**src/sv/wdg_pkg.sv**
```systemverilog
// Shared types and constants for the multi-channel deadline watchdog.
package wdg_pkg;

    localparam int NUM_SLOTS = 8;
    localparam int SLOT_W    = (NUM_SLOTS > 1) ? $clog2(NUM_SLOTS) : 1;
    localparam int CNT_W     = $clog2(NUM_SLOTS + 1);
    localparam int TIME_W    = 32;
    localparam int LINE_W    = 3;
    localparam int MASK_W    = 8;

    typedef enum logic [1:0] {
        KIND_REGISTER = 2'd0,
        KIND_FEED     = 2'd1,
        KIND_CHECK    = 2'd2,
        KIND_CLEAR    = 2'd3
    } t_kind;

    typedef enum logic [1:0] {
        ST_IDLE,
        ST_EXEC,
        ST_SCAN,
        ST_DONE
    } t_state;

    typedef struct packed {
        logic [TIME_W-1:0] now_ms;
        logic [TIME_W-1:0] limit_ms;
        logic [LINE_W-1:0] line_id;
        t_kind             kind;
    } t_req;

    typedef struct packed {
        logic [MASK_W-1:0] new_breach_mask;
        logic [MASK_W-1:0] overdue_mask;
        logic [LINE_W-1:0] assigned_id;
        logic              ok;
    } t_res;

endpackage

```
**src/sv/wdg_ram.sv**
```systemverilog
// Simple dual-port RAM: one write port, one registered read port.
module wdg_ram #(
    parameter int DEPTH = 8,
    parameter int WIDTH = 32,
    parameter int AW    = (DEPTH > 1) ? $clog2(DEPTH) : 1
) (
    input  logic             i_clk,
    input  logic             i_we,
    input  logic [AW-1:0]    i_waddr,
    input  logic [WIDTH-1:0] i_wdata,
    input  logic             i_re,
    input  logic [AW-1:0]    i_raddr,
    output logic [WIDTH-1:0] o_rdata
);

    logic [WIDTH-1:0] r_mem [DEPTH];
    logic [WIDTH-1:0] r_rdata;

    always_ff @(posedge i_clk) begin
        if (i_we) begin
            r_mem[i_waddr] <= i_wdata;
        end
    end

    always_ff @(posedge i_clk) begin
        if (i_re) begin
            r_rdata <= r_mem[i_raddr];
        end
    end

    assign o_rdata = r_rdata;

endmodule

```
**src/sv/wdg_ctrl.sv**
```systemverilog
// Request sequencer: slot flags, slot memories and the per-slot check walk.
module wdg_ctrl (
    input  logic          i_clk,
    input  logic          i_rst_n,
    input  logic          i_req_valid,
    output logic          o_req_ready,
    input  wdg_pkg::t_req i_req,
    output logic          o_res_valid,
    output wdg_pkg::t_res o_res,
    input  logic          i_res_take
);

    localparam int N  = wdg_pkg::NUM_SLOTS;
    localparam int SW = wdg_pkg::SLOT_W;
    localparam int CW = wdg_pkg::CNT_W;
    localparam int TW = wdg_pkg::TIME_W;

    wdg_pkg::t_state r_state, n_state;
    wdg_pkg::t_req   r_req;
    wdg_pkg::t_res   r_res, n_res;
    logic [N-1:0]    r_armed, n_armed;
    logic [N-1:0]    r_breached, n_breached;
    logic [N-1:0]    r_over, n_over;
    logic [N-1:0]    r_fresh, n_fresh;
    logic [CW-1:0]   r_idx, n_idx;
    logic            r_pend, n_pend;
    logic [SW-1:0]   r_pidx, n_pidx;

    logic            wr_en_dl, wr_en_lf;
    logic [SW-1:0]   wr_addr;
    logic            rd_en;
    logic [SW-1:0]   rd_addr;
    logic [TW-1:0]   dl_q, lf_q;
    logic [TW-1:0]   age;
    logic            slot_late;
    logic            free_found;
    logic [SW-1:0]   free_slot;
    logic [SW-1:0]   line_slot;
    logic            line_ok;

    wdg_ram #(.DEPTH(N), .WIDTH(TW), .AW(SW)) u_deadline_ram (
        .i_clk   (i_clk),
        .i_we    (wr_en_dl),
        .i_waddr (wr_addr),
        .i_wdata (r_req.limit_ms),
        .i_re    (rd_en),
        .i_raddr (rd_addr),
        .o_rdata (dl_q)
    );

    wdg_ram #(.DEPTH(N), .WIDTH(TW), .AW(SW)) u_last_fed_ram (
        .i_clk   (i_clk),
        .i_we    (wr_en_lf),
        .i_waddr (wr_addr),
        .i_wdata (r_req.now_ms),
        .i_re    (rd_en),
        .i_raddr (rd_addr),
        .o_rdata (lf_q)
    );

    // lowest unarmed slot
    always_comb begin
        free_found = 1'b0;
        free_slot  = '0;
        for (int s = N - 1; s >= 0; s--) begin
            if (!r_armed[s]) begin
                free_found = 1'b1;
                free_slot  = SW'(s);
            end
        end
    end

    assign line_slot = SW'(r_req.line_id);
    assign line_ok   = (32'(r_req.line_id) < N) && r_armed[line_slot];

    // wrap-safe age of the slot whose memory data is back this cycle
    assign age       = r_req.now_ms - lf_q;
    assign slot_late = r_armed[r_pidx] && (age > dl_q);

    assign o_req_ready = (r_state == wdg_pkg::ST_IDLE);
    assign o_res_valid = (r_state == wdg_pkg::ST_DONE);
    assign o_res       = r_res;

    always_comb begin
        n_state    = r_state;
        n_res      = r_res;
        n_armed    = r_armed;
        n_breached = r_breached;
        n_over     = r_over;
        n_fresh    = r_fresh;
        n_idx      = r_idx;
        n_pend     = 1'b0;
        n_pidx     = r_pidx;
        wr_en_dl   = 1'b0;
        wr_en_lf   = 1'b0;
        wr_addr    = free_slot;
        rd_en      = 1'b0;
        rd_addr    = r_idx[SW-1:0];

        case (r_state)
            wdg_pkg::ST_IDLE: begin
                if (i_req_valid) begin
                    n_state = wdg_pkg::ST_EXEC;
                end
            end
            wdg_pkg::ST_EXEC: begin
                n_res   = '0;
                n_state = wdg_pkg::ST_DONE;
                case (r_req.kind)
                    wdg_pkg::KIND_REGISTER: begin
                        if (free_found) begin
                            wr_en_dl              = 1'b1;
                            wr_en_lf              = 1'b1;
                            wr_addr               = free_slot;
                            n_armed[free_slot]    = 1'b1;
                            n_breached[free_slot] = 1'b0;
                            n_res.ok              = 1'b1;
                            n_res.assigned_id     = wdg_pkg::LINE_W'(free_slot);
                        end
                    end
                    wdg_pkg::KIND_FEED: begin
                        if (line_ok) begin
                            wr_en_lf              = 1'b1;
                            wr_addr               = line_slot;
                            n_breached[line_slot] = 1'b0;
                            n_res.ok              = 1'b1;
                        end
                    end
                    wdg_pkg::KIND_CHECK: begin
                        n_state = wdg_pkg::ST_SCAN;
                        n_idx   = '0;
                        n_over  = '0;
                        n_fresh = '0;
                    end
                    wdg_pkg::KIND_CLEAR: begin
                        n_armed    = '0;
                        n_breached = '0;
                    end
                    default: begin
                        n_armed = r_armed;
                    end
                endcase
            end
            wdg_pkg::ST_SCAN: begin
                // issue one read per cycle, evaluate the slot read last cycle
                if (r_idx < CW'(N)) begin
                    rd_en  = 1'b1;
                    n_pend = 1'b1;
                    n_pidx = r_idx[SW-1:0];
                    n_idx  = r_idx + 1'b1;
                end
                if (r_pend && slot_late) begin
                    n_over[r_pidx] = 1'b1;
                    if (!r_breached[r_pidx]) begin
                        n_breached[r_pidx] = 1'b1;
                        n_fresh[r_pidx]    = 1'b1;
                    end
                end
                if (!(r_idx < CW'(N)) && !r_pend) begin
                    n_res                 = '0;
                    n_res.overdue_mask    = wdg_pkg::MASK_W'(r_over);
                    n_res.new_breach_mask = wdg_pkg::MASK_W'(r_fresh);
                    n_state               = wdg_pkg::ST_DONE;
                end
            end
            wdg_pkg::ST_DONE: begin
                if (i_res_take) begin
                    n_state = wdg_pkg::ST_IDLE;
                end
            end
            default: begin
                n_state = wdg_pkg::ST_IDLE;
            end
        endcase
    end

    always_ff @(posedge i_clk) begin
        if (!i_rst_n) begin
            r_state    <= wdg_pkg::ST_IDLE;
            r_armed    <= '0;
            r_breached <= '0;
            r_pend     <= 1'b0;
        end else begin
            r_state    <= n_state;
            r_armed    <= n_armed;
            r_breached <= n_breached;
            r_pend     <= n_pend;
        end
    end

    always_ff @(posedge i_clk) begin
        if (r_state == wdg_pkg::ST_IDLE && i_req_valid) begin
            r_req <= i_req;
        end
        r_res   <= n_res;
        r_over  <= n_over;
        r_fresh <= n_fresh;
        r_idx   <= n_idx;
        r_pidx  <= n_pidx;
    end

endmodule

```
**src/sv/multi_channel_deadline_watchdog.sv**
```systemverilog
// Watchdog over NUM_SLOTS channels: register, feed, check and clear requests,
// one result per request. A request is taken only when the block is idle;
// register, feed and clear pass through the execute state to the done state,
// and a check also walks the slots in a scan state before the done state,
// since deadlines and last-fed times sit in two slot memories with one read
// port each and the check walks them one slot per cycle. The result is held
// in an output register, so the next request is taken as soon as the result
// has moved there, even while the sink stalls.
module multi_channel_deadline_watchdog (
    input  logic        i_clk,
    input  logic        i_rst_n,
    input  logic        s_axis_tvalid,
    output logic        s_axis_tready,
    input  logic [71:0] s_axis_tdata,  // line_id[2:0], limit_ms[34:3], now_ms[66:35]
    input  logic [1:0]  s_axis_tuser,  // kind[1:0]
    output logic        m_axis_tvalid,
    input  logic        m_axis_tready,
    output logic [23:0] m_axis_tdata   // ok[0], assigned_id[3:1], overdue_mask[11:4],
                                       // new_breach_mask[19:12]
);

    wdg_pkg::t_req req;
    wdg_pkg::t_res res;
    logic          res_valid;
    logic          res_take;
    logic          r_out_valid;
    wdg_pkg::t_res r_out;

    assign req.kind     = wdg_pkg::t_kind'(s_axis_tuser);
    assign req.line_id  = s_axis_tdata[2:0];
    assign req.limit_ms = s_axis_tdata[34:3];
    assign req.now_ms   = s_axis_tdata[66:35];

    wdg_ctrl u_ctrl (
        .i_clk       (i_clk),
        .i_rst_n     (i_rst_n),
        .i_req_valid (s_axis_tvalid),
        .o_req_ready (s_axis_tready),
        .i_req       (req),
        .o_res_valid (res_valid),
        .o_res       (res),
        .i_res_take  (res_take)
    );

    // output register takes a result when empty or being drained
    assign res_take = res_valid && (!r_out_valid || m_axis_tready);

    always_ff @(posedge i_clk) begin
        if (!i_rst_n) begin
            r_out_valid <= 1'b0;
        end else if (res_take) begin
            r_out_valid <= 1'b1;
        end else if (m_axis_tready) begin
            r_out_valid <= 1'b0;
        end
    end

    always_ff @(posedge i_clk) begin
        if (res_take) begin
            r_out <= res;
        end
    end

    assign m_axis_tvalid = r_out_valid;
    assign m_axis_tdata  = {4'b0, r_out};

endmodule
```
**config.mk**
```make
export PLATFORM = sky130hd
export DESIGN_NAME = multi_channel_deadline_watchdog
export DESIGN_NICKNAME = d
export VERILOG_FILES = /design/src/sv/wdg_pkg.sv /design/src/sv/wdg_ram.sv /design/src/sv/wdg_ctrl.sv /design/src/sv/multi_channel_deadline_watchdog.sv
export SDC_FILE = /design/constraint.sdc
export NUM_CORES = 1
export LEC_CHECK = 0
export BUFFER_PORTS_ARGS = -buffer_cell sky130_fd_sc_hd__clkbuf_2
export CELL_PAD_IN_SITES_DETAIL_PLACEMENT = 1
export CELL_PAD_IN_SITES_GLOBAL_PLACEMENT = 2
export CORE_ASPECT_RATIO = 1.2
export CORE_UTILIZATION = 48
export CTS_CLUSTER_SIZE = 14
export DETAILED_ROUTE_END_ITERATION = 7
export PLACE_DENSITY = 0.79
export SLEW_MARGIN = 20
export SYNTH_ARGS = -nofsm -noshare
export SYNTH_HDL_FRONTEND = slang
export SYNTH_SLANG_ARGS = --single-unit
```
**constraint.sdc**
```tcl
create_clock -name i_clk -period 5.9 [get_ports i_clk]
set_input_delay 0.295 -clock i_clk [delete_from_list [all_inputs] [get_ports i_clk]]
set_output_delay 0.295 -clock i_clk [all_outputs]
set_load 0.05 [all_outputs]
```
* Word level (Yosys, flattened, before mapping) *
Memory sizes are Yosys's and may differ from the RTL's. A register that Yosys moved wholly into a read port is not among the register bits.
Cells that the tools add are included.
W data, S select, Z words.

word-level totals
  register bits after elaboration = 152
  bits in writable memories = 512
  input port bits = 78
  output and inout port bits = 26
  memories = 2

memories
  memory                       depth  width  read ports  clocked after Yosys merged registers in  write ports  RTL line       text
  u_ctrl.u_deadline_ram.r_mem  8      32     1           1                                        1            wdg_ram.sv:16  logic [WIDTH-1:0] r_mem [DEPTH];
  u_ctrl.u_last_fed_ram.r_mem  8      32     1           1                                        1            wdg_ram.sv:16

operators by class
  $add $sub $neg = 2
  magnitude comparators = 8
  eq/ne operators = 17
  multiplexer cells = 72
  bitwise gates (word level) = 8
  reduce and logical (&&, ||, !) cells = 25

operator list
  operator              count
  $mux W8               9
  $pmux W8 S2           4
  $pmux W20 S2          1
  $mux W3               12
  $gt A32 B32 Y1        1
  $or A8 B8 Y8          4
  $sub A32 B32 Y32      1
  $mux W1               28
  $pmux W8 S3           1
  $mux W20              1
  $and A8 B8 Y8         2
  $not A8 Y8            2
  $lt A3 B4 Y1 const B  3
  $mux W4               3
  $reduce_and A3 Y1     4
  $ne A2 B1 Y1 const B  5
  $bmux W1 S3           3
  $demux W1 S3          3
  $ge A3 B1 Y1 const B  3
  $eq A2 B2 Y1 const B  4
  $logic_and A1 B1 Y1   8
  $pmux W2 S4           1
  $pmux W4 S2           1
  $mux W2               3
  other kinds (14)      25

* Depth between registers and ports, before layout *
Gate-level depths: netlist of run 1.

  word-level depth = 17
  depth in mapped cells = 21
  mapped depth without buffers = 21

* Hierarchy *
Synthesis of run 1 repeated with hierarchy kept, for this count alone.

second synthesis, totals
  cell total of the unflattened synthesis = 1566
  area total of the unflattened synthesis = 29869.9 um2

modules (own cells, without submodules)
  module                           times used  cells each  area each (um2)
  wdg_ram                          2           415         10786.6
  wdg_ctrl                         1           707         7614.8
  multi_channel_deadline_watchdog  1           29          681.9

* Worst setup path after synthesis of run 1 *
No wires, ideal clock.

  kind = reg-to-reg
  start point = register u_ctrl.r_req[37] in the netlist's numbering
  end point = register u_ctrl.r_fresh[0] (enable)
  arrival time = 4.906 ns
  setup slack = 0.609 ns
  stages on the path, launching flop included = 22
  path buffers = 0
  cells stage by stage = edfxtp_1 -> inv_1 -> ha_1 -> inv_1 -> fa_1 -> a211oi_1 -> o21bai_1 -> a21oi_1 -> o21a_1 -> a311oi_1 -> a21o_1 -> a2111oi_0 -> a211oi_1 -> ha_1 -> nand4_1 -> nor2_1 -> o21a_1 -> a221oi_1 -> a31oi_1 -> o31ai_2 -> a21oi_1 -> a21boi_0

between the ends
  longest elaborated chain between the ends = 6

RTL lines
  item                         RTL line         text
  start, declared              wdg_ctrl.sv:19   wdg_pkg::t_req r_req;
  start signal, assigned       wdg_ctrl.sv:193  r_req <= i_req;
  $sub A32 B32 Y32             wdg_ctrl.sv:77   assign age = r_req.now_ms - lf_q;
  $gt A32 B32 Y1               wdg_ctrl.sv:78   assign slot_late = r_armed[r_pidx] && (age > dl_q);
  $logic_and A1 B1 Y1          wdg_ctrl.sv:78
  $logic_and A1 B1 Y1          wdg_ctrl.sv:152  if (r_pend && slot_late) begin
  $ne A2 B1 Y1 (no line)       --
  $reduce_and A4 Y1 (no line)  --
  end signal, assigned         wdg_ctrl.sv:197  r_fresh <= n_fresh;
  end, declared                wdg_ctrl.sv:24   logic [N-1:0] r_fresh, n_fresh;

No other way between the ends.
A chain may end at the register's enable or synchronous reset.

* Worst setup path in the final report of run 1 *
  start point = register u_ctrl.r_req[37] in the netlist's numbering
  end point = register u_ctrl.r_fresh[5] (enable)

The elaborated chain is that of the path after synthesis.

==> key figures, run 1 <==
Run status
  – Result of the run: finished clean

Critical path
  – Launching point of the worst reg2reg path: u_ctrl.r_req[37]
  – Ordered cell list for the critical path: inv_1 -> ha_1 -> inv_1 -> fa_1 -> a211oi_1 -> o21bai_1 -> a21oi_1 -> o21a_1 -> a311oi_1 -> a21o_1 -> a2111oi_0 -> a211oi_1 -> ha_1 -> nand4_1 -> nor2_1 -> o21a_1 -> a221oi_1 -> nand2_1 -> o31ai_2 -> a21oi_1 -> a21boi_2
  – WS Path Type: reg2reg
  – Slowest cell on the critical path: sky130_fd_sc_hd__o31ai_2
  – Critical path capture point type: flop
  – Arrival time of data at the critical path endpoint: 5.54 ns
  – Crit-path leading delay family: compound AO/OA/AOI/OAI gates
  – Startpoint types: flop
  – Timing startpoint of the critical path: u_ctrl.r_req[37]
  – Largest incremental delay on the critical path: roughly 0.47 ns
  – Endpoint required time on the critical path: 6.23 ns
  – Critical path peak fanout: 8
  – Buffers and inverters on the worst path: 2

Route
  – Drt total wl: between 60000 and 70000 um
  – Drt via density: approximately 5.6
  – Pre-Repair DR Iteration Count: 5
  – Number of vias after detailed routing: 14863
  – Iter 0 DRT Violations: 1055
  – Wire per inst: 24.37 um
  – Count of antenna-violating nets left after detailed routing: 0
  – Drc violations: 0

Die
  – Die Ht: 273.4 um
  – Total Die Area: a little over 0.06 mm^2
  – Core Region: 0.06070 mm^2
  – Horizontal die dimension: 228.2 um
  – Initial Util: 48.54%
  – Ports placed on the boundary: 104
  – Number of placement rows: 99

Logic synthesis
  – Cell area after synthesis: between 0.02 and 0.03 mm^2
  – Gate count of the mapped netlist: roughly 1600
  – Number of synthesized register bits: 728
  – Number of synthesis warnings: 0
  – Async set-or-reset flop fraction in the synthesized netlist: 0%
  – Register area share after synthesis: 73.52%
  – Number of distinct library cells after synthesis: between 60 and 70
  – Most area-consuming cells after synthesis: sky130_fd_sc_hd__edfxtp_1 (72%), sky130_fd_sc_hd__mux4_2 (9.9%), sky130_fd_sc_hd__ha_1 (3.1%)
  – Number of flops mapped to enable cells by yosys: around 710
  – Largest area contributor in the netlist: sky130_fd_sc_hd__edfxtp_1
  – Primary FF master, synth: sky130_fd_sc_hd__edfxtp_1
  – Post-synth top area share: 72.17%
  – Average instance area after synthesis: 18.78 um^2

STA
  – Final clock period utilization by the worst path: between 80% and 90%
  – Worst slew margin relative to its limit: 33.25%
  – Worst clock skew on the final layout: 0.01434 ns
  – Fmax: approximately 190 MHz
  – Post-Route Setup TNS: 0 ns
  – Fin. Hold Viols: 0
  – Setup repair after global routing missed its margin: no
  – Setup-violating endpoint count in the final report: 0
  – Slew @ Worst Pin: around 1 ns
  – Total count of max-transition violations in the final report: 0
  – Final critical path time including I/O delays and setup: 5.209 ns
  – Worst setup margin: a little under 0.7 ns

Place
  – Detailed Place HPWL: 40100 um
  – Worst setup slack after placement: 0.08756 ns
  – GP Congestion: about 0.86
  – Port-buffer cells: 94
  – Cells after DPL: 2449

Power
  – Worst voltage drop across the vdd grid: 0.6077 mV
  – Static power due to leakage: between 10 and 15 nW
  – Power density cells: about 460 mW/mm^2

Clock network
  – Bufs on Longest Clock Path: 3
  – Worst skew pair latency: 0.63 ns
  – Clk Tree Root Cell: sky130_fd_sc_hd__clkbuf_16
  – Number of clock sinks: 728
  – Total number of H-tree levels: 3
  – CTS clk-pin slew, worst paths: 0.06 ns
  – Inserted Clock Buffers: 74
  – Clock tree from TritonCTS: done

Finish
  – Proportion of layout cells with a drive suffix above 1: 24.91%
  – Diodes inserted: 0
  – Filler instances: about 5500
  – Non-filler cells, final: 2655
  – Synthesis-to-layout area growth: 16.06%
  – Post-layout net count: 1939
  – Footprint of the multi-input gates: 0.007391 mm^2
  – Sequential cell area in the final layout: 0.02166 mm^2

Global routing
  – Global-route wire length before repair: 98040 um
  – Remaining Overflow, GRT: 0
  – Via count of the first global-routing pass: around 16000
  – Global-route total usage across every layer: between 20% and 30%
  – Largest net degree at the start of global routing: between 100 and 150
  – Antenna violations before repair: 2

Hold path
  – Min-delay src: i_rst_n
  – Tightest Hold Check Type: in2reg

Job
  – Number of max-capacitance violations reported: 0
-- path summary, 6_finish.rpt --
path | to | slack [ns] | cells past startpoint
worst max-delay path | u_ctrl.r_fresh[5] | 0.69 | 21
worst min-delay path | u_ctrl.r_state[0] | 0.11 | 3
worst max register to register | u_ctrl.r_fresh[5] | 0.69 | 21
worst min register to register | m_axis_tdata[10] | 0.42 | 0
-- tightest hold or removal path, cell delays in order --
cell	delay [ns]
sky130_fd_sc_hd__clkbuf_2	0.24
sky130_fd_sc_hd__nand2_1	0.12
sky130_fd_sc_hd__a21oi_1	0.04
-- metal layers --
metal,track usage [%],routed length (um),up-vias
met5,0,27,-
met4,7.383,1615,4
met3,3.063,2478,114
met2,37.47,33860,320
met1,26.62,26730,7734
li1,-,-,6691
-- through the flow --
| stage | utilization (%) | hold WS (ns) | power (mW) | area, um^2 |
|---|---|---|---|---|
| floorplan | - | 0.3939 | 9.928 | 29470 |
| global placement | 51.24 | 0.4069 | 11.07 | 31100 |
| detailed placement | 51.24 | 0.4063 | 11.20 | 31100 |
| CTS | 56.30 | 0.08490 | 15.82 | 34170 |
| global route | 56.33 | 0.1187 | 16.33 | 34190 |
| finish | 56.33 | 0.1096 | 15.64 | 34190 |
-- Yosys cell counts, types with 7 or more instances --
master / number
sky130_fd_sc_hd__buf_2: 8
sky130_fd_sc_hd__clkbuf_1: 36
sky130_fd_sc_hd__mux4_2: 130
sky130_fd_sc_hd__nand2_1: 35
sky130_fd_sc_hd__buf_1: 7
sky130_fd_sc_hd__nor2b_1: 18
sky130_fd_sc_hd__nand3_1: 18
sky130_fd_sc_hd__ha_1: 72
sky130_fd_sc_hd__o21ai_0: 23
sky130_fd_sc_hd__dfxtp_1: 20
sky130_fd_sc_hd__nand4_1: 10
sky130_fd_sc_hd__a31oi_1: 7
sky130_fd_sc_hd__a21o_1: 25
sky130_fd_sc_hd__nor3_1: 18
sky130_fd_sc_hd__mux2i_1: 7
sky130_fd_sc_hd__edfxtp_1: 708
sky130_fd_sc_hd__nor2_1: 57
sky130_fd_sc_hd__o21a_1: 15
sky130_fd_sc_hd__xnor2_1: 22
sky130_fd_sc_hd__and2_1: 23
sky130_fd_sc_hd__xor2_1: 7
sky130_fd_sc_hd__mux2_2: 66
sky130_fd_sc_hd__nand2b_1: 17
sky130_fd_sc_hd__inv_1: 84
sky130_fd_sc_hd__a21oi_1: 44
-- layout make-up --
type	count	area share, %
clock inverters	41	1.164
clock buffers	94	5.756
multi-input cells	704	21.62
flip-flops and latches	728	63.35
inverters	84	0.9221
repair buffers	196	4.237
well taps	808	2.957
-- cells in the final DEF, fill, tap and decap left out, drive strengths merged, types with 7 or more instances in the layout --
| cell type | n |
|---|---|
| mux2 | 66 |
| clkinv | 31 |
| nor2b | 18 |
| nor3 | 18 |
| edfxtp | 708 |
| xnor2 | 22 |
| dlygate4sd3 | 70 |
| clkbuf | 188 |
| o21ai | 24 |
| inv | 89 |
| xor2 | 7 |
| nand2 | 36 |
| nand3 | 18 |
| mux2i | 7 |
| dfxtp | 20 |
| o21a | 15 |
| a21oi | 44 |
| and2 | 24 |
| mux4 | 130 |
| nand2b | 17 |
| nand4 | 10 |
| buf | 32 |
| nor2 | 57 |
| a21o | 25 |
| a31oi | 7 |
| ha | 72 |
-- sequential cells by signal (all words and copies together) (netlist names), 2 cells and up --
register                       count
u_ctrl.line_slot                   3
u_ctrl.r_idx                       4
u_ctrl.u_last_fed_ram.o_rdata     32
m_axis_tdata                      20
u_ctrl.o_res                      20
u_ctrl.r_state                     2
u_ctrl.r_over                      8
u_ctrl.r_armed                     8
u_ctrl.u_last_fed_ram.r_mem      256
u_ctrl.r_pidx                      3
u_ctrl.u_deadline_ram.r_mem      256
u_ctrl.r_req                      66
u_ctrl.r_fresh                     8
u_ctrl.r_breached                  8
u_ctrl.u_deadline_ram.o_rdata     32
-- kinds of logic (layout without fill, tap and decap cells) --
group | count (synthesis) | after routing | synth area share, %
buf+inv | 140 | 415 | 1.894
compound gates | 172 | 172 | 3.967
other cells | 1 | 4 | 0.01273
xor+xnor | 29 | 29 | 0.8621
flops | 728 | 728 | 73.52
simple gates | 223 | 223 | 3.916
fa+ha+maj | 73 | 73 | 3.126
mux | 203 | 203 | 12.70
-- report_power, final --
group / internal (mW) / total (mW) / switching, mW
Clock: 2.58 / 4.56 / 1.98
Sequential: 6.58 / 6.95 / 0.367
Combinational: 1.85 / 4.13 / 2.28
-- repair_timing --
item / CTS / global route
hold buffers: 70 / 0
setup endpoints to repair: 0 / 8
gates resized for setup: 0 / 1
buffers inserted: 0 / 0
endpoints found under the hold margin: 70 / 0
No activity file was read; power rests on OpenSTA's default activity.
==> inputs of run 2 (changes only) <==
--- a/config.mk
+++ b/config.mk
@@ -14,3 +14,3 @@
 export DETAILED_ROUTE_END_ITERATION = 7
-export PLACE_DENSITY = 0.79
+export PLACE_DENSITY_LB_ADDON = 0.1
 export SLEW_MARGIN = 20
==> constraint.sdc (replaced) <==
create_clock -name i_clk -period 5.9 [get_ports i_clk]
set_input_delay 0.59 -clock i_clk [delete_from_list [all_inputs] [get_ports i_clk]]
set_output_delay 0.59 -clock i_clk [all_outputs]
set_load 0.05 [all_outputs]
==> run 2 against run 1 <==
First-iteration DRC count is 22% lower; sequential power hardly changed; via count is 2.9% lower; critical path depth stayed put; cell count is 2.4% lower; critical endpoint unchanged.
==> key figures, run 2 (same netlist as run 1, synthesis figures left out) <==
Clock network
  – Number of post-CTS setup repair buffers: 0 (unchanged)
  – CTS clk-pin slew, worst paths: 0.06 ns (about the same)
  – Worst skew pair latency: 0.61 ns (was 0.63 ns)
  – Cells resized by post-CTS repair: 0 (unchanged)
  – CTS hold repair buffers: 0 (was 70)
  – Number of clock sinks: 728 (unchanged)
  – Total number of H-tree levels: 3 (unchanged)
  – Inserted Clock Buffers: 74 (unchanged)
  – Clock tree from TritonCTS: done (unchanged)
  – Clk Tree Root Cell: sky130_fd_sc_hd__clkbuf_16 (unchanged)
  – Bufs on Longest Clock Path: 3 (unchanged)

STA
  – Worst hold margin: 0.1480 ns (was 0.1096 ns)
  – Fin. Hold Viols: 0 (unchanged)
  – Post-Route Setup TNS: 0 ns (unchanged)
  – Setup-violating endpoint count in the final report: 0 (unchanged)
  – Worst slew margin relative to its limit: 27.51% (was 33.25%)
  – Total count of max-transition violations in the final report: 0 (unchanged)
  – Worst clock skew on the final layout: 0.01785 ns (was 0.01434 ns)
  – Final clock period utilization by the worst path: 92.96% (was 88.28%)
  – Setup repair after global routing missed its margin: no (unchanged)
  – Final critical path time including I/O delays and setup: 5.485 ns (was 5.209 ns)
  – Fmax: 182.3 MHz (was 192.0 MHz)
  – Slew @ Worst Pin: 1.085 ns (was 0.9988 ns)

Critical path
  – Launching point of the worst reg2reg path: u_ctrl.r_req[37] (unchanged)
  – Endpoint of the lowest-slack register-to-register path: u_ctrl.r_fresh[5] (unchanged)
  – Reg2reg setup slack: 0.42 ns (was 0.69 ns)
  – Critical path capture point type: flop (unchanged)
  – Largest incremental delay on the critical path: 0.67 ns (was 0.47 ns)
  – Timing startpoint of the critical path: u_ctrl.r_req[37] (unchanged)
  – Ordered cell list for the critical path: inv_1 -> ha_1 -> inv_1 -> fa_1 -> a211oi_1 -> o21bai_1 -> a21oi_1 -> o21a_1 -> a311oi_1 -> a21o_1 -> a2111oi_0 -> a211oi_1 -> ha_1 -> nand4_1 -> nor2_1 -> o21a_1 -> a221oi_1 -> a31oi_1 -> o31ai_2 -> a21oi_1 -> a21boi_1 (was inv_1 -> ha_1 -> inv_1 -> fa_1 -> a211oi_1 -> o21bai_1 -> a21oi_1 -> o21a_1 -> a311oi_1 -> a21o_1 -> a2111oi_0 -> a211oi_1 -> ha_1 -> nand4_1 -> nor2_1 -> o21a_1 -> a221oi_1 -> nand2_1 -> o31ai_2 -> a21oi_1 -> a21boi_2)
  – WS Path Type: reg2reg (unchanged)
  – Startpoint types: flop (unchanged)
  – Capture point of the worst path: u_ctrl.r_fresh[5] (unchanged)
  – Critical path peak fanout: 8 (unchanged)
  – Endpoint required time on the critical path: 6.14 ns (was 6.23 ns)
  – Arrival time of data at the critical path endpoint: 5.72 ns (was 5.54 ns)
  – FF-to-FF path depth: 21 (unchanged)
  – Slowest cell on the critical path: sky130_fd_sc_hd__a21boi_1 (was sky130_fd_sc_hd__o31ai_2)

Place
  – Dpl cell area: 0.03115 mm^2 (was 0.03110 mm^2)
  – Detailed Place HPWL: 39910 um (was 40100 um)
  – Port-buffer cells: 94 (unchanged)
  – GP Congestion: 0.7921 (was 0.8577)
  – Cells after DPL: 2455 (was 2449)

Route
  – Count of antenna-violating nets left after detailed routing: 0 (unchanged)
  – Drt total wl: 64330 um (was 64710 um)
  – Drt via density: 5.572 (was 5.598)
  – Drc violations: 0 (unchanged)
  – Wire per inst: 24.83 um (was 24.37 um)
  – Number of vias after detailed routing: 14436 (was 14863)
  – Pre-Repair DR Iteration Count: 5 (unchanged)
  – Iter 0 DRT Violations: 820 (was 1055)

Finish
  – Design Area, Final: 0.03348 mm^2 (was 0.03419 mm^2)
  – Footprint of the multi-input gates: 0.007387 mm^2 (was 0.007391 mm^2)
  – Most common library cell in the layout ignoring fill and taps: sky130_fd_sc_hd__edfxtp_1 (unchanged)
  – Synthesis-to-layout area growth: 13.65% (was 16.06%)
  – Largest registers in the final layout: u_ctrl.u_deadline_ram.r_mem (256), u_ctrl.u_last_fed_ram.r_mem (256), u_ctrl.r_req (66) (unchanged)
  – Proportion of layout cells with a drive suffix above 1: 26.08% (was 24.91%)
  – Post-layout net count: 1875 (was 1939)
  – Sequential cell area in the final layout: 0.02166 mm^2 (unchanged)
  – Non-filler cells, final: 2591 (was 2655)
  – Diodes inserted: 0 (unchanged)
  – Filler instances: 5417 (was 5454)
  – Most used cells in the layout excluding fill and tap cells: sky130_fd_sc_hd__edfxtp_1 (708), sky130_fd_sc_hd__mux4_2 (130), sky130_fd_sc_hd__clkbuf_2 (94), sky130_fd_sc_hd__inv_1 (84), sky130_fd_sc_hd__clkbuf_16 (76) (was sky130_fd_sc_hd__edfxtp_1 (708), sky130_fd_sc_hd__mux4_2 (130), sky130_fd_sc_hd__clkbuf_2 (94), sky130_fd_sc_hd__inv_1 (84), sky130_fd_sc_hd__clkbuf_16 (75))

Power
  – Static power due to leakage: 11.43 nW (was 11.72 nW)
  – Power density cells: 464.0 mW/mm^2 (was 457.3 mW/mm^2)
  – Final Total Pwr: 15.54 mW (was 15.64 mW)
  – Worst voltage drop across the vdd grid: 0.3729 mV (was 0.6077 mV)

Hold path
  – Tightest Hold Check Type: in2reg (unchanged)

Global routing
  – Global-route total usage across every layer: 21.12% (was 21.14%)
  – Antenna violations before repair: 0 (was 2)
  – Largest net degree at the start of global routing: 132 (unchanged)
  – Via count of the first global-routing pass: 15616 (was 16155)
  – Global-route wire length before repair: 96880 um (was 98040 um)
  – Remaining Overflow, GRT: 0 (unchanged)

Job
  – Number of max-capacitance violations reported: 0 (unchanged)

Die
  – Horizontal die dimension: 228.2 um (unchanged)
  – Ports placed on the boundary: 104 (unchanged)
  – Total Die Area: 0.06238 mm^2 (unchanged)
  – Core Region: 0.06070 mm^2 (unchanged)
  – Number of placement rows: 99 (unchanged)
  – Initial Util: 48.54% (unchanged)
  – Die Ht: 273.4 um (unchanged)

Run status
  – Result of the run: finished clean (unchanged)
## run 2: cell types whose count changed in the layout (fill, tap and decap cells not counted), moves of 2 or more
| cell | before | now |
|---|---|---|
| sky130_fd_sc_hd__inv_6 | 2 | 4 |
| sky130_fd_sc_hd__dlygate4sd3_1 | 70 | 0 |
| sky130_fd_sc_hd__clkinv_8 | 3 | 1 |
| sky130_fd_sc_hd__clkinvlp_4 | 1 | 3 |
| sky130_fd_sc_hd__buf_4 | 29 | 35 |
## run 2: metrics by stage
| step | setup slack [ns] | util [%] |
|---|---|---|
| 6_report | 0.4153 | 55.17 |
| 5_1_grt | 0.01319 | 55.17 |
| 4_1_cts | 0.3992 | 55.12 |
| 3_5_place_dp | 0.4517 | 51.32 |
| 3_3_place_gp | 0.1762 | 51.32 |
| 2_1_floorplan | 0.6087 | - |
## run 2: worst min path at each step
stage,depth (start not counted),from,to,slack (ns)
after global routing,1,s_axis_tdata[14],u_ctrl.r_req[16],0.12
after floorplan,0,u_ctrl.o_res[0],m_axis_tdata[0],0.40
after global placement,0,u_ctrl.o_res[14],m_axis_tdata[14],0.41
final,1,s_axis_tdata[60],u_ctrl.r_req[62],0.15
after CTS,1,s_axis_tdata[61],u_ctrl.r_req[63],0.11
after detailed placement,0,u_ctrl.o_res[5],m_axis_tdata[5],0.41
## run 2: worst max-delay path, delay by kind of cell (launching register included)
family	cells	cell delay, ns
flops	1	0.42
simple gates	2	0.32
compound gates	14	3.32
buf+inv	2	0.15
fa+ha+maj	3	0.88
## run 2: report_power, final
part           leakage (nW)  internal, mW  total, mW  switching, mW
Sequential             6.60          6.58       6.93          0.352
Combinational          3.71          1.83       4.13           2.30
Clock                  1.13          2.54       4.48           1.94
Total                  11.4          10.9       15.5           4.59
## run 2: layout make-up
| type | count | share of cell area [%] |
|---|---|---|
| sequential | 728 | 64.69 |
| multi-input combinational | 704 | 22.06 |
| clock buffer | 95 | 5.953 |
| tap | 808 | 3.019 |
| timing repair buffer | 132 | 2.392 |
| clock inverter | 40 | 0.9417 |
| inverter | 84 | 0.9417 |
## run 2: layer usage
metal  vias up  share of wire [%]  global-route usage [%]
met4         0                2.2                   6.835
met2       233                 51                   36.48
met1      7564                 43                   27.68
li1       6558                  -                       -
met3        81                3.3                   3.063
met5         -                  0                       0
==> inputs of run 3 (changes only) <==
Settings changed: RECOVER_POWER set to 50.
==> run 3 against run 2 <==
The flow now finishes with violations (capacitance limit, slew limit); sequential share of layout area is 0.18 points higher; combinational power is 5.6% higher; final area is 0.28% lower; sequential power hardly changed; power is 1.5% higher; cell count stayed put; utilization is 0.16 points lower; flip-flop and latch count stayed put; highest routed layer unchanged; die area stayed put; critical path depth stayed put; clock skew hardly changed.
==> key figures, run 3 (same netlist as run 1, synthesis figures left out) <==
Global routing
  – Via count of the first global-routing pass: 15616 (unchanged)
  – Remaining Overflow, GRT: 0 (unchanged)
  – Global-route wire length before repair: 96880 um (unchanged)
  – Largest net degree at the start of global routing: 132 (unchanged)
  – Antenna violations before repair: 0 (unchanged)
  – Global-route total usage across every layer: 21.12% (unchanged)

Die
  – Number of placement rows: 99 (unchanged)
  – Horizontal die dimension: 228.2 um (unchanged)
  – Total Die Area: 0.06238 mm^2 (unchanged)
  – Core Region: 0.06070 mm^2 (unchanged)
  – Ports placed on the boundary: 104 (unchanged)
  – Initial Util: 48.54% (unchanged)
  – Die Ht: 273.4 um (unchanged)

Finish
  – Post-layout net count: 1875 (unchanged)
  – Filler instances: 5427 (was 5417)
  – Synthesis-to-layout area growth: 13.33% (was 13.65%)
  – Proportion of layout cells with a drive suffix above 1: 23.89% (was 26.08%)
  – Diodes inserted: 0 (unchanged)
  – Most common library cell in the layout ignoring fill and taps: sky130_fd_sc_hd__edfxtp_1 (unchanged)
  – Non-filler cells, final: 2591 (unchanged)
  – Share of the core filled with cells: 55.01% (was 55.17%)
  – Largest registers in the final layout: u_ctrl.u_deadline_ram.r_mem (256), u_ctrl.u_last_fed_ram.r_mem (256), u_ctrl.r_req (66) (unchanged)
  – Most used cells in the layout excluding fill and tap cells: sky130_fd_sc_hd__edfxtp_1 (708), sky130_fd_sc_hd__mux4_2 (130), sky130_fd_sc_hd__inv_1 (84), sky130_fd_sc_hd__clkbuf_16 (76), sky130_fd_sc_hd__ha_1 (72) (was sky130_fd_sc_hd__edfxtp_1 (708), sky130_fd_sc_hd__mux4_2 (130), sky130_fd_sc_hd__clkbuf_2 (94), sky130_fd_sc_hd__inv_1 (84), sky130_fd_sc_hd__clkbuf_16 (76))

STA
  – Post-Route Setup TNS: 0 ns (unchanged)
  – Fmax: 181.9 MHz (was 182.3 MHz)
  – Total count of max-transition violations in the final report: 303 (was 0)
  – Slew @ Worst Pin: 4.057 ns (was 1.085 ns)
  – Setup repair after global routing missed its margin: no (unchanged)
  – Final clock period utilization by the worst path: 93.17% (was 92.96%)
  – Worst hold margin: 0.1487 ns (was 0.1480 ns)
  – Worst slew margin relative to its limit: -170.4% (was 27.51%)
  – Setup-violating endpoint count in the final report: 0 (unchanged)
  – Final critical path time including I/O delays and setup: 5.497 ns (was 5.485 ns)
  – Worst clock skew on the final layout: 0.01758 ns (was 0.01785 ns)
  – Fin. Hold Viols: 0 (unchanged)

Place
  – Port-buffer cells: 94 (unchanged)
  – Detailed Place HPWL: 39910 um (unchanged)
  – Cells after DPL: 2455 (unchanged)
  – GP Congestion: 0.7921 (unchanged)

Route
  – Number of vias after detailed routing: 14461 (was 14436)
  – Wire per inst: 24.85 um (was 24.83 um)
  – Drt total wl: 64400 um (was 64330 um)
  – Iter 0 DRT Violations: 818 (was 820)
  – Count of antenna-violating nets left after detailed routing: 0 (unchanged)
  – Pre-Repair DR Iteration Count: 5 (unchanged)
  – Drc violations: 0 (unchanged)
  – Drt via density: 5.581 (was 5.572)

Critical path
  – Arrival time of data at the critical path endpoint: 5.73 ns (was 5.72 ns)
  – Endpoint required time on the critical path: 6.14 ns (about the same)
  – WS Path Type: reg2reg (unchanged)
  – Critical path capture point type: flop (unchanged)
  – FF-to-FF path depth: 21 (unchanged)
  – Critical path peak fanout: 8 (unchanged)
  – Startpoint types: flop (unchanged)

Power
  – Clock power share: 28.4% (was 28.8%)
  – Switching fraction of total power: 29.09% (was 29.53%)
  – Power density cells: 472.5 mW/mm^2 (was 464.0 mW/mm^2)
  – Switching power: 4.590 mW (was 4.588 mW)
  – Worst voltage drop across the vdd grid: 0.3483 mV (was 0.3729 mV)
  – Static power due to leakage: 11.29 nW (was 11.43 nW)
  – Sequential share of power: 44.0% (was 44.6%)
  – Internal power of the cells: 11.19 mW (was 10.95 mW)
  – Combinational Power Share: 27.6% (was 26.6%)

Clock network
  – Cells resized by post-CTS repair: 0 (unchanged)
  – CTS clk-pin slew, worst paths: 0.06 ns (about the same)
  – Total number of H-tree levels: 3 (unchanged)
  – Bufs on Longest Clock Path: 3 (unchanged)
  – Clk Tree Root Cell: sky130_fd_sc_hd__clkbuf_16 (unchanged)
  – Inserted Clock Buffers: 74 (unchanged)
  – Clock tree from TritonCTS: done (unchanged)
  – CTS hold repair buffers: 0 (unchanged)
  – Worst skew pair latency: 0.61 ns (about the same)
  – Number of post-CTS setup repair buffers: 0 (unchanged)
  – Number of clock sinks: 728 (unchanged)

Job
  – Number of max-capacitance violations reported: 4 (was 0)

Run status
  – Result of the run: finished with violations (was finished clean)
  – Failing checks: capacitance limit, slew limit

Hold path
  – Tightest Hold Check Type: in2reg (unchanged)
  – Depth of the worst hold-timing path: 1 (unchanged)
-- run 3: layout make-up --
type	instances	area (um^2)	area share, %
sequential	728	21660	64.88
multi-input combinational	704	7385	22.12
clock buffer	95	1993	5.970
tap	808	1011	3.028
timing repair buffer	132	708.2	2.121
clock inverter	40	315.3	0.9443
inverter	84	315.3	0.9443
-- run 3: worst paths after layout --
| kind | startpoint | end | slack (ns) |
|---|---|---|---|
| worst min register to register | u_ctrl.o_res[5] | m_axis_tdata[5] | 0.42 |
| worst min-delay path | s_axis_tdata[60] | u_ctrl.r_req[62] | 0.15 |
| worst max register to register | u_ctrl.r_req[37] | u_ctrl.r_fresh[5] | 0.40 |
| worst max-delay path | u_ctrl.r_req[37] | u_ctrl.r_fresh[5] | 0.40 |
-- run 3: power by group through the flow --
| stage | Sequential (mW) | Clock, mW | Combinational [mW] |
|---|---|---|---|
| detailed placement | 7.05 | 0 | 4.21 |
| CTS | 6.94 | 4.60 | 4.24 |
| floorplan | 6.95 | 0 | 2.97 |
| global placement | 7.00 | 0 | 4.15 |
| finish | 6.94 | 4.48 | 4.36 |
| global route | 7.00 | 4.76 | 4.79 |
-- run 3: critical path: stages, from the launching register on --
cell	delay, ns
sky130_fd_sc_hd__edfxtp_1	0.42
sky130_fd_sc_hd__inv_1	0.09
sky130_fd_sc_hd__ha_1	0.17
sky130_fd_sc_hd__inv_1	0.06
sky130_fd_sc_hd__fa_1	0.41
sky130_fd_sc_hd__a211oi_1	0.27
sky130_fd_sc_hd__o21bai_1	0.14
sky130_fd_sc_hd__a21oi_1	0.34
sky130_fd_sc_hd__o21a_1	0.20
sky130_fd_sc_hd__a311oi_1	0.14
sky130_fd_sc_hd__a21o_1	0.22
sky130_fd_sc_hd__a2111oi_0	0.41
sky130_fd_sc_hd__a211oi_1	0.12
sky130_fd_sc_hd__ha_1	0.30
sky130_fd_sc_hd__nand4_1	0.14
sky130_fd_sc_hd__nor2_1	0.19
sky130_fd_sc_hd__o21a_1	0.14
sky130_fd_sc_hd__a221oi_1	0.09
sky130_fd_sc_hd__a31oi_1	0.22
sky130_fd_sc_hd__o31ai_2	0.15
sky130_fd_sc_hd__a21oi_1	0.21
sky130_fd_sc_hd__a21boi_1	0.68
-- run 3: through the flow --
stage                     cell area (um^2)  setup slack [ns]  power [mW]
after global routing                 33390           0.01574       16.55
final                                33390            0.4032       15.78
after floorplan                      29470            0.6087       9.928
after CTS                            33460            0.3992       15.79
after global placement               31150            0.1762       11.16
after detailed placement             31150            0.4517       11.26
-- run 3: per-layer routing --
layer	up-vias	GRT usage, %	share of wire (%)
met2	237	36.48	51
met4	0	6.835	2.2
met3	80	3.063	3.3
met1	7584	27.68	43
met5	-	0	0
li1	6560	-	-
